### src/design/fra_pkg.sv
// Package for the fraction arithmetic block with trial-division reduction.
// Holds the field widths, action codes and the command and status structs.
// Used by every module in the design folder; depends on nothing.
package fra_pkg;

    localparam int DATA_W = 16;
    localparam int ACT_W  = 3;
    localparam int PROD_W = 32;
    localparam int MAG_W  = 32;
    localparam int NUM_W  = 32;
    localparam int DEN_W  = 31;
    localparam int ACC_W  = 31;

    localparam logic [ACT_W-1:0] ACT_ADD   = 3'd0;
    localparam logic [ACT_W-1:0] ACT_SUB   = 3'd1;
    localparam logic [ACT_W-1:0] ACT_MUL   = 3'd2;
    localparam logic [ACT_W-1:0] ACT_DIV   = 3'd3;
    localparam logic [ACT_W-1:0] ACT_CLEAR = 3'd4;

    localparam logic [ACC_W-1:0] ACC_ONE = 31'd1;
    localparam logic [ACC_W-1:0] ACC_MAX = 31'h7FFF_FFFF;
    localparam logic [NUM_W-1:0] NUM_MAX = 32'h7FFF_FFFF;
    localparam logic [DEN_W-1:0] DEN_MAX = 31'h3FFF_FFFF;

    typedef struct packed {
        logic load_in;
        logic mul;
        logic form;
        logic div_step;
        logic apply;
        logic out_load;
    } t_cmd;

    typedef struct packed {
        logic out_busy;
    } t_sts;

endpackage

### src/design/fra_div_lane.sv
// One lane of the bit-serial restoring divider: quotient and remainder of a
// 32-bit magnitude by a small divisor, one quotient bit per cycle with i_step.
// Depends on fra_pkg.
module fra_div_lane #(
    parameter int KW = 10
) (
    input  logic                     i_clk,
    input  logic                     i_load,
    input  logic [fra_pkg::MAG_W-1:0] i_dividend,
    input  logic                     i_step,
    input  logic [KW-1:0]            i_divisor,
    output logic [fra_pkg::MAG_W-1:0] o_quot,
    output logic [KW-1:0]            o_rem
);

    logic [fra_pkg::MAG_W-1:0] r_q;
    logic [KW-1:0]             r_r;
    logic [KW:0]               n_trial;
    logic                      n_fit;
    logic [KW:0]               n_diff;

    assign n_trial = {r_r, r_q[fra_pkg::MAG_W-1]};
    assign n_fit   = n_trial >= {1'b0, i_divisor};
    assign n_diff  = n_trial - {1'b0, i_divisor};

    always_ff @(posedge i_clk) begin
        if (i_load) begin
            r_q <= i_dividend;
            r_r <= '0;
        end else if (i_step) begin
            r_q <= {r_q[fra_pkg::MAG_W-2:0], n_fit};
            r_r <= n_fit ? n_diff[KW-1:0] : n_trial[KW-1:0];
        end
    end

    assign o_quot = r_q;
    assign o_rem  = r_r;

endmodule

### src/design/fra_datapath.sv
// Datapath: operand and cross-product registers, the two divider lanes,
// the trial divisor, the saturating divisor product and the output register.
// Depends on fra_pkg and fra_div_lane.
module fra_datapath #(
    parameter int REDUCE_STEPS = 500
) (
    input  logic                               i_clk,
    input  logic                               i_rst_n,
    input  fra_pkg::t_cmd                      i_cmd,
    output fra_pkg::t_sts                      o_sts,
    input  logic [fra_pkg::ACT_W-1:0]          i_action,
    input  logic signed [fra_pkg::DATA_W-1:0]  i_a_num,
    input  logic signed [fra_pkg::DATA_W-1:0]  i_a_den,
    input  logic signed [fra_pkg::DATA_W-1:0]  i_b_num,
    input  logic signed [fra_pkg::DATA_W-1:0]  i_b_den,
    input  logic                               i_out_stall,
    output logic                               o_out_valid,
    output logic signed [fra_pkg::NUM_W-1:0]   o_result_num,
    output logic signed [fra_pkg::DEN_W-1:0]   o_result_den,
    output logic [fra_pkg::ACC_W-1:0]          o_divisor_product
);

    localparam int KW = $clog2(REDUCE_STEPS + 3);
    localparam int PW = fra_pkg::ACC_W + KW;

    logic [fra_pkg::ACT_W-1:0]          r_act;
    logic signed [fra_pkg::DATA_W-1:0]  r_an, r_ad, r_bn, r_bd;
    logic signed [fra_pkg::PROD_W-1:0]  r_p1, r_p2, r_p3;
    logic                               r_nneg, r_dneg;
    logic [fra_pkg::MAG_W-1:0]          r_nm, r_dm;
    logic [KW-1:0]                      r_k;
    logic [fra_pkg::ACC_W-1:0]          r_acc;
    logic [PW-1:0]                      r_prod;
    logic                               r_prod_vld;
    logic                               r_o_valid;
    logic signed [fra_pkg::NUM_W-1:0]   r_res_num;
    logic signed [fra_pkg::DEN_W-1:0]   r_res_den;
    logic [fra_pkg::ACC_W-1:0]          r_res_prod;

    logic signed [fra_pkg::DATA_W-1:0]  n_op1, n_op3;
    logic signed [fra_pkg::PROD_W-1:0]  n_p1, n_p2, n_p3;
    logic signed [fra_pkg::PROD_W:0]    n_num, n_den;
    logic [fra_pkg::PROD_W:0]           n_nabs, n_dabs;
    logic [fra_pkg::MAG_W-1:0]          n_nq, n_dq;
    logic [KW-1:0]                      n_nrem, n_drem;
    logic                               n_divisible;
    logic                               n_lane_load;
    logic [fra_pkg::MAG_W-1:0]          n_ndvd, n_ddvd;
    logic [fra_pkg::ACC_W-1:0]          n_acc_sat;
    logic [fra_pkg::MAG_W:0]            n_nneg_val;
    logic [fra_pkg::MAG_W-1:0]          n_dneg_val;
    logic signed [fra_pkg::NUM_W-1:0]   n_res_num;
    logic signed [fra_pkg::DEN_W-1:0]   n_res_den;

    assign n_op1 = (r_act == fra_pkg::ACT_MUL) ? r_bn : r_bd;
    assign n_op3 = (r_act == fra_pkg::ACT_DIV) ? r_bn : r_bd;
    assign n_p1  = fra_pkg::PROD_W'(r_an) * fra_pkg::PROD_W'(n_op1);
    assign n_p2  = fra_pkg::PROD_W'(r_bn) * fra_pkg::PROD_W'(r_ad);
    assign n_p3  = fra_pkg::PROD_W'(r_ad) * fra_pkg::PROD_W'(n_op3);

    always_comb begin
        case (r_act)
            fra_pkg::ACT_ADD: n_num = {r_p1[fra_pkg::PROD_W-1], r_p1}
                                    + {r_p2[fra_pkg::PROD_W-1], r_p2};
            fra_pkg::ACT_SUB: n_num = {r_p1[fra_pkg::PROD_W-1], r_p1}
                                    - {r_p2[fra_pkg::PROD_W-1], r_p2};
            default:          n_num = {r_p1[fra_pkg::PROD_W-1], r_p1};
        endcase
    end

    assign n_den  = {r_p3[fra_pkg::PROD_W-1], r_p3};
    assign n_nabs = n_num[fra_pkg::PROD_W] ? -n_num : n_num;
    assign n_dabs = n_den[fra_pkg::PROD_W] ? -n_den : n_den;

    fra_div_lane #(.KW(KW)) u_num_lane (
        .i_clk      (i_clk),
        .i_load     (n_lane_load),
        .i_dividend (n_ndvd),
        .i_step     (i_cmd.div_step),
        .i_divisor  (r_k),
        .o_quot     (n_nq),
        .o_rem      (n_nrem)
    );

    fra_div_lane #(.KW(KW)) u_den_lane (
        .i_clk      (i_clk),
        .i_load     (n_lane_load),
        .i_dividend (n_ddvd),
        .i_step     (i_cmd.div_step),
        .i_divisor  (r_k),
        .o_quot     (n_dq),
        .o_rem      (n_drem)
    );

    assign n_divisible = (n_nrem == '0) && (n_drem == '0);
    assign n_lane_load = i_cmd.form || i_cmd.apply;
    assign n_ndvd = i_cmd.form ? n_nabs[fra_pkg::MAG_W-1:0] : (n_divisible ? n_nq : r_nm);
    assign n_ddvd = i_cmd.form ? n_dabs[fra_pkg::MAG_W-1:0] : (n_divisible ? n_dq : r_dm);

    assign n_acc_sat = (|r_prod[PW-1:fra_pkg::ACC_W]) ? fra_pkg::ACC_MAX
                                                     : r_prod[fra_pkg::ACC_W-1:0];

    assign n_nneg_val = -{1'b0, r_nm};
    assign n_dneg_val = -r_dm;

    always_comb begin
        if (r_act >= fra_pkg::ACT_CLEAR) begin
            n_res_num = '0;
            n_res_den = '0;
        end else begin
            if (r_nneg) begin
                n_res_num = n_nneg_val[fra_pkg::NUM_W-1:0];
            end else if (r_nm[fra_pkg::MAG_W-1]) begin
                n_res_num = fra_pkg::NUM_MAX;
            end else begin
                n_res_num = r_nm;
            end
            if (r_dneg) begin
                n_res_den = n_dneg_val[fra_pkg::DEN_W-1:0];
            end else if (r_dm[fra_pkg::DEN_W-1]) begin
                n_res_den = fra_pkg::DEN_MAX;
            end else begin
                n_res_den = r_dm[fra_pkg::DEN_W-1:0];
            end
        end
    end

    always_ff @(posedge i_clk) begin
        if (i_cmd.load_in) begin
            r_act <= i_action;
            r_an  <= i_a_num;
            r_ad  <= i_a_den;
            r_bn  <= i_b_num;
            r_bd  <= i_b_den;
        end
        if (i_cmd.mul) begin
            r_p1 <= n_p1;
            r_p2 <= n_p2;
            r_p3 <= n_p3;
        end
        if (i_cmd.form) begin
            r_nneg <= n_num[fra_pkg::PROD_W];
            r_dneg <= n_den[fra_pkg::PROD_W];
            r_nm   <= n_nabs[fra_pkg::MAG_W-1:0];
            r_dm   <= n_dabs[fra_pkg::MAG_W-1:0];
            r_k    <= KW'(2);
        end else if (i_cmd.apply) begin
            if (n_divisible) begin
                r_nm   <= n_nq;
                r_dm   <= n_dq;
                r_prod <= PW'(r_acc) * PW'(r_k);
            end else begin
                r_k <= r_k + 1'b1;
            end
        end
        if (i_cmd.out_load) begin
            r_res_num  <= n_res_num;
            r_res_den  <= n_res_den;
            r_res_prod <= r_acc;
        end
    end

    always_ff @(posedge i_clk) begin
        if (!i_rst_n) begin
            r_acc      <= fra_pkg::ACC_ONE;
            r_prod_vld <= 1'b0;
            r_o_valid  <= 1'b0;
        end else begin
            r_prod_vld <= i_cmd.apply && n_divisible;
            if (i_cmd.load_in && (i_action == fra_pkg::ACT_CLEAR)) begin
                r_acc <= fra_pkg::ACC_ONE;
            end else if (r_prod_vld) begin
                r_acc <= n_acc_sat;
            end
            if (i_cmd.out_load) begin
                r_o_valid <= 1'b1;
            end else if (!i_out_stall) begin
                r_o_valid <= 1'b0;
            end
        end
    end

    assign o_sts.out_busy    = r_o_valid && i_out_stall;
    assign o_out_valid       = r_o_valid;
    assign o_result_num      = r_res_num;
    assign o_result_den      = r_res_den;
    assign o_divisor_product = r_res_prod;

`ifndef ASSERT_OFF
    a_acc_nonzero: assert property (@(posedge i_clk) disable iff (!i_rst_n)
        r_acc != '0)
        else $error("Divisor product has become zero.");

    a_k_floor: assert property (@(posedge i_clk) disable iff (!i_rst_n)
        i_cmd.div_step |-> r_k >= KW'(2))
        else $error("Trial divisor below two during division.");

    a_prod_from_apply: assert property (@(posedge i_clk) disable iff (!i_rst_n)
        r_prod_vld |-> $past(i_cmd.apply))
        else $error("Divisor product update without a reduction step.");
`endif

endmodule

### src/design/fra_ctrl.sv
// Controller: sequences the cross-products, the bit-serial divisions and the
// reduction steps, and hands each finished result to the output register.
// Depends on fra_pkg.
module fra_ctrl #(
    parameter int REDUCE_STEPS = 500
) (
    input  logic                      i_clk,
    input  logic                      i_rst_n,
    input  logic                      i_in_valid,
    input  logic [fra_pkg::ACT_W-1:0] i_action,
    output logic                      o_in_stall,
    output fra_pkg::t_cmd             o_cmd,
    input  fra_pkg::t_sts             i_sts
);

    localparam int BW = $clog2(fra_pkg::MAG_W);
    localparam int SW = $clog2(REDUCE_STEPS + 1);

    typedef enum logic [2:0] {
        S_IDLE,
        S_MUL,
        S_FORM,
        S_DIV,
        S_STEP,
        S_WRAP,
        S_FIN
    } t_state;

    t_state          r_state;
    logic [BW-1:0]   r_bit;
    logic [SW-1:0]   r_step;
    logic            n_accept;

    assign n_accept = (r_state == S_IDLE) && i_in_valid;

    always_ff @(posedge i_clk) begin
        if (!i_rst_n) begin
            r_state <= S_IDLE;
            r_bit   <= '0;
            r_step  <= '0;
        end else begin
            case (r_state)
                S_IDLE: begin
                    if (n_accept) begin
                        if (i_action inside {fra_pkg::ACT_ADD, fra_pkg::ACT_SUB,
                                             fra_pkg::ACT_MUL, fra_pkg::ACT_DIV}) begin
                            r_state <= S_MUL;
                        end else begin
                            r_state <= S_FIN;
                        end
                    end
                end
                S_MUL: begin
                    r_state <= S_FORM;
                end
                S_FORM: begin
                    r_bit   <= '0;
                    r_step  <= '0;
                    r_state <= S_DIV;
                end
                S_DIV: begin
                    if (r_bit == BW'(fra_pkg::MAG_W - 1)) begin
                        r_state <= S_STEP;
                    end else begin
                        r_bit <= r_bit + 1'b1;
                    end
                end
                S_STEP: begin
                    r_step <= r_step + 1'b1;
                    r_bit  <= '0;
                    if (r_step == SW'(REDUCE_STEPS - 1)) begin
                        r_state <= S_WRAP;
                    end else begin
                        r_state <= S_DIV;
                    end
                end
                S_WRAP: begin
                    r_state <= S_FIN;
                end
                S_FIN: begin
                    if (!i_sts.out_busy) begin
                        r_state <= S_IDLE;
                    end
                end
                default: begin
                    r_state <= S_IDLE;
                end
            endcase
        end
    end

    always_comb begin
        o_cmd          = '0;
        o_cmd.load_in  = n_accept;
        o_cmd.mul      = (r_state == S_MUL);
        o_cmd.form     = (r_state == S_FORM);
        o_cmd.div_step = (r_state == S_DIV);
        o_cmd.apply    = (r_state == S_STEP);
        o_cmd.out_load = (r_state == S_FIN) && !i_sts.out_busy;
    end

    assign o_in_stall = (r_state != S_IDLE);

`ifndef ASSERT_OFF
    a_step_next: assert property (@(posedge i_clk) disable iff (!i_rst_n)
        (r_state == S_STEP) |=> (r_state == S_DIV || r_state == S_WRAP))
        else $error("Reduction step not followed by division or wrap-up.");

    a_wrap_count: assert property (@(posedge i_clk) disable iff (!i_rst_n)
        (r_state == S_WRAP) |-> (r_step == SW'(REDUCE_STEPS)))
        else $error("Reduction finished with the wrong number of steps.");

    a_div_count: assert property (@(posedge i_clk) disable iff (!i_rst_n)
        (r_state == S_DIV) |-> (r_step < SW'(REDUCE_STEPS)))
        else $error("Division started beyond the last reduction step.");
`endif

endmodule

### src/design/fraction_arith_trial_reduce.sv
// Fraction add, subtract, multiply and divide with reduction by bounded trial
// division. An arithmetic action runs the cross-products, forms the magnitudes
// and makes REDUCE_STEPS (default 500) reduction steps before its result goes
// to the output register; each step is one pass of the two bit-serial divider
// lanes, which yield both remainders and quotients at once, and then applies
// them. A clear action or an unused action code goes straight to the output
// register. Only one item is in work at a time, and a new input transfer is
// taken while the previous result still waits in the output register.
// Depends on fra_pkg, fra_ctrl and fra_datapath.
module fraction_arith_trial_reduce #(
    parameter int REDUCE_STEPS = 500
) (
    input  logic                               i_clk,
    input  logic                               i_rst_n,
    input  logic                               i_in_valid,
    output logic                               o_in_stall,
    input  logic [fra_pkg::ACT_W-1:0]          i_action,
    input  logic signed [fra_pkg::DATA_W-1:0]  i_a_num,
    input  logic signed [fra_pkg::DATA_W-1:0]  i_a_den,
    input  logic signed [fra_pkg::DATA_W-1:0]  i_b_num,
    input  logic signed [fra_pkg::DATA_W-1:0]  i_b_den,
    output logic                               o_out_valid,
    input  logic                               i_out_stall,
    output logic signed [fra_pkg::NUM_W-1:0]   o_result_num,
    output logic signed [fra_pkg::DEN_W-1:0]   o_result_den,
    output logic [fra_pkg::ACC_W-1:0]          o_divisor_product
);

    fra_pkg::t_cmd w_cmd;
    fra_pkg::t_sts w_sts;

    fra_ctrl #(.REDUCE_STEPS(REDUCE_STEPS)) u_ctrl (
        .i_clk      (i_clk),
        .i_rst_n    (i_rst_n),
        .i_in_valid (i_in_valid),
        .i_action   (i_action),
        .o_in_stall (o_in_stall),
        .o_cmd      (w_cmd),
        .i_sts      (w_sts)
    );

    fra_datapath #(.REDUCE_STEPS(REDUCE_STEPS)) u_datapath (
        .i_clk             (i_clk),
        .i_rst_n           (i_rst_n),
        .i_cmd             (w_cmd),
        .o_sts             (w_sts),
        .i_action          (i_action),
        .i_a_num           (i_a_num),
        .i_a_den           (i_a_den),
        .i_b_num           (i_b_num),
        .i_b_den           (i_b_den),
        .i_out_stall       (i_out_stall),
        .o_out_valid       (o_out_valid),
        .o_result_num      (o_result_num),
        .o_result_den      (o_result_den),
        .o_divisor_product (o_divisor_product)
    );

endmodule
### config.mk
export PLATFORM = sky130hd
export DESIGN_NAME = fraction_arith_trial_reduce
export DESIGN_NICKNAME = d
export VERILOG_FILES = /design/src/design/fra_pkg.sv /design/src/design/fra_div_lane.sv /design/src/design/fra_datapath.sv /design/src/design/fra_ctrl.sv /design/src/design/fraction_arith_trial_reduce.sv
export SDC_FILE = /design/constraint.sdc
export NUM_CORES = 2
export LEC_CHECK = 0
export BUFFER_PORTS_ARGS = -buffer_cell sky130_fd_sc_hd__buf_2
export CAP_MARGIN = 5
export CORE_UTILIZATION = 52
export CTS_CLUSTER_DIAMETER = 50
export DETAILED_ROUTE_END_ITERATION = 7
export GPL_TIMING_DRIVEN = 0
export PLACE_DENSITY = 0.77
export SYNTH_ARGS = -nofsm -noshare
export SYNTH_HDL_FRONTEND = slang
export SYNTH_SLANG_ARGS = --single-unit
### constraint.sdc
create_clock -name i_clk -period 12.5 [get_ports i_clk]
set_input_delay 0 -clock i_clk [delete_from_list [all_inputs] [get_ports i_clk]]
set_output_delay 0 -clock i_clk [all_outputs]
set_load 0.1 [all_outputs]
==> impl_metrics.py <==
metrics = {
    "synthesis": {
        "synth_edf_count": 427,
        "ys_dominant_reg_cell": "edfxtp_1",
        "syn_area_um2": 63200,
        "syn-num-nets": 7988,
        "synthTopCellsByArea": "fa_1, edfxtp_1, ha_1",
        "yosysSeqAreaShare": 0.227,
        "yosysWarnings": 0,
        "ys_ff_latch": 504,
        "synth_area_leader_cell": "fa_1",
        "yosysTopAreaCellShare": 0.315,
        "ys_types": 84,
        "async_flop_share": 0,
        "postSynthCellCount": 6559,
        "avgSynthCellArea_um2": 9.64,
    },
    "final_layout": {
        "mostFrequentLayoutCells": "inv_1, fa_1, nand2_1",
        "area_growth_pct": 9.60,
        "regArea_um2": 14400,
        "multi_input_area_um2": 43500,
        "fillers": 10334,
        "nets": 8308,
        "layoutNonFillerInstCount": 8549,
        "drive_gt1_frac": 0.0549,
        "mostFrequentLayoutCell": "inv_1",
    },
    "drt": {
        "drtPass1Iterations": 6,
        "via_count": 48763,
        "wl_per_cell_um": 20.2,
        "post_drt_via_cell_ratio": 5.70,
        "drt-initial-drc-count": 4879,
        "drt-total-wl_um": 173000,
        "drcViolationCount": 0,
        "ant_nets": 0,
    },
    "cts": {
        "cts_buffers": 67,
        "cts.clk_slew.worst_paths_ns": 0.06,
        "cts_resized": 0,
        "clock_sinks": 504,
        "cts_tree": "done",
        "clk-insertion-delay-late_ns": 0.67,
        "cts_max_path_buffers": 3,
        "postCtsHoldBufs": 76,
        "htreeDepth": 3,
        "cts_setup_buffers": 0,
        "root_buffer": "clkbuf_16",
    },
    "die": {
        "num_rows": 127,
        "die_area_um2": 123000,
        "fp.dieW_um": 351,
        "core_um2": 120000,
        "ios": 167,
        "initial_utilization": 0.525,
        "dieHeight_um": 351,
    },
    "worst_setup_path": {
        "cpPeakStageDelay_ns": 1.05,
        "crit_path_top_delay_cell": "o41ai_1",
        "crit_path_end_kind": "flop",
        "crit_start": "u_datapath.r_act[2]",
        "critical_path_required_ns": 12.96,
        "startpoint_type": "flop",
        "ff2ff_setup_slack_ns": 1.82,
        "crit_fanout": 10,
        "r2r_cells": 29,
        "worstPathArrival_ns": 11.14,
        "cp_top_family": "adder cells",
        "crit_top_cell": "fa_1",
        "r2r_end": "u_datapath.r_p1[30]",
        "critPathBufInv": 9,
        "r2r_start": "u_datapath.r_act[2]",
        "critPathKind": "flop to flop",
    },
    "global_routing": {
        "grt_max_degree": 66,
        "grt_usage": 0.287,
        "grt_pass1_vias": 49494,
        "grt_antenna_before_repair": 7,
        "gr-total-overflow": 0,
        "grt_pass1_wl_um": 272000,
    },
    "sta": {
        "setup_viol": 0,
        "hold_viol_final": 0,
        "slew_headroom": 0.127,
        "min_period_ns": 10.68,
        "slew_viol_final": 0,
        "fmax_mhz": 93.6,
        "clock_skew_ns": 0.0347,
        "fin_tns_setup_ns": 0,
        "tightest_slew_ns": 1.27,
        "post-route-period-util": 0.854,
        "rsz0062_at_grt": "no",
    },
    "placement": {
        "port_buffers": 166,
        "hpwl_um": 138000,
        "dp.cells": 8346,
        "place.gp.congestion": 0.986,
    },
    "hold_path": {
        "min_path_cells": 2,
        "hp-class": "primary input to flop",
        "hp-start": "i_a_den[1]",
        "hold_path_end": "u_datapath.r_ad[1]",
    },
    "run_status": {
        "status": "finished clean",
    },
    "job": {
        "cap_violations": 0,
    },
}
metal layers:
metal	track usage	vias to the layer above	wire [µm]
li1	-	21720	-
met1	0.391	24204	69600
met2	0.446	2431	77600
met3	0.0612	408	18200
met4	0.116	0	7300
met5	0	-	0
synth_stat cells, drive strengths merged (11+ instances only):
master and count:
a311oi 42, or4 25, a21oi 233, fa 993
xor2 60, nor3b 11, ha 365, o221a 11
nand4 25, o21bai 26, inv 1112, a21o 91
nand2 777, a211oi 32, nor4 29, o21a 21
and2 336, nor2 320, nor3 77, or2 21
o21ai 211, nand2b 65, edfxtp 427, xnor2 178
nor2b 189, a211o 11, o31ai 25, a31oi 28
dfxtp 77, and3 23, clkbuf 290, o22ai 35
mux2 37, mux2i 112, or3 36, buf 15
nand3 74, o211ai 18
layout make-up:
| type | count | area share |
|---|---|---|
| Multi-Input combinational cell | 4636 | 0.628 |
| Sequential cell | 504 | 0.207 |
| Inverter | 1114 | 0.0604 |
| Tap cell | 1612 | 0.0291 |
| Clock buffer | 86 | 0.0263 |
| Timing Repair Buffer | 251 | 0.0258 |
| Buffer | 305 | 0.0166 |
| Clock inverter | 38 | 0.00587 |
| Antenna cell | 3 | 0.000108 |
kinds of logic (layout without fill, tap and decap cells):
kind of cell / Yosys count / in the layout / share of synthesized area
fa+ha+maj: 1358 / 1358 / 0.387
flops: 504 / 504 / 0.227
simple gates: 2025 / 2025 / 0.156
buf+inv: 1419 / 1794 / 0.0843
other cells: 0 / 3 / 0
xor+xnor: 238 / 238 / 0.0330
compound gates: 866 / 866 / 0.0878
mux: 149 / 149 / 0.0243
sequential cells by signal, summed over array words and instances, names as in the netlist, 31 cells and up:
signal                        flops
u_datapath.r_prod                40
u_datapath.o_result_num          32
u_datapath.r_dm                  32
u_datapath.r_nm                  32
u_datapath.r_p1                  32
u_datapath.r_p2                  32
u_datapath.r_p3                  32
u_datapath.u_den_lane.o_quot     32
u_datapath.u_num_lane.o_quot     32
u_datapath.o_divisor_product     31
u_datapath.o_result_den          31
u_datapath.r_acc                 31
through the flow:
step | utilization | setup WS (ns) | hold WS, ns | area [µm²]
floorplan | - | 4.58 | 0.0718 | 63200
global placement | 0.549 | 2.15 | 0.176 | 66000
detailed placement | 0.551 | 2.05 | 0.178 | 66300
CTS | 0.576 | 2.03 | 0.00107 | 69300
global route | 0.576 | 1.58 | 0.0312 | 69300
finish | 0.576 | 1.82 | 0.0378 | 69300
worst max path at each step:
stage,to,depth (start not counted)
6_report,u_datapath.r_p1[30],29
5_1_grt,u_datapath.r_p1[30],27
4_1_cts,u_datapath.r_p1[30],28
3_5_place_dp,u_datapath.r_p1[30],28
3_3_place_gp,u_datapath.r_p1[30],28
2_1_floorplan,u_datapath.r_p3[25],26
Power is left out: the tool's default activity adds up to more than one toggle a clock period on the data nets, which glitch-free logic cannot reach.
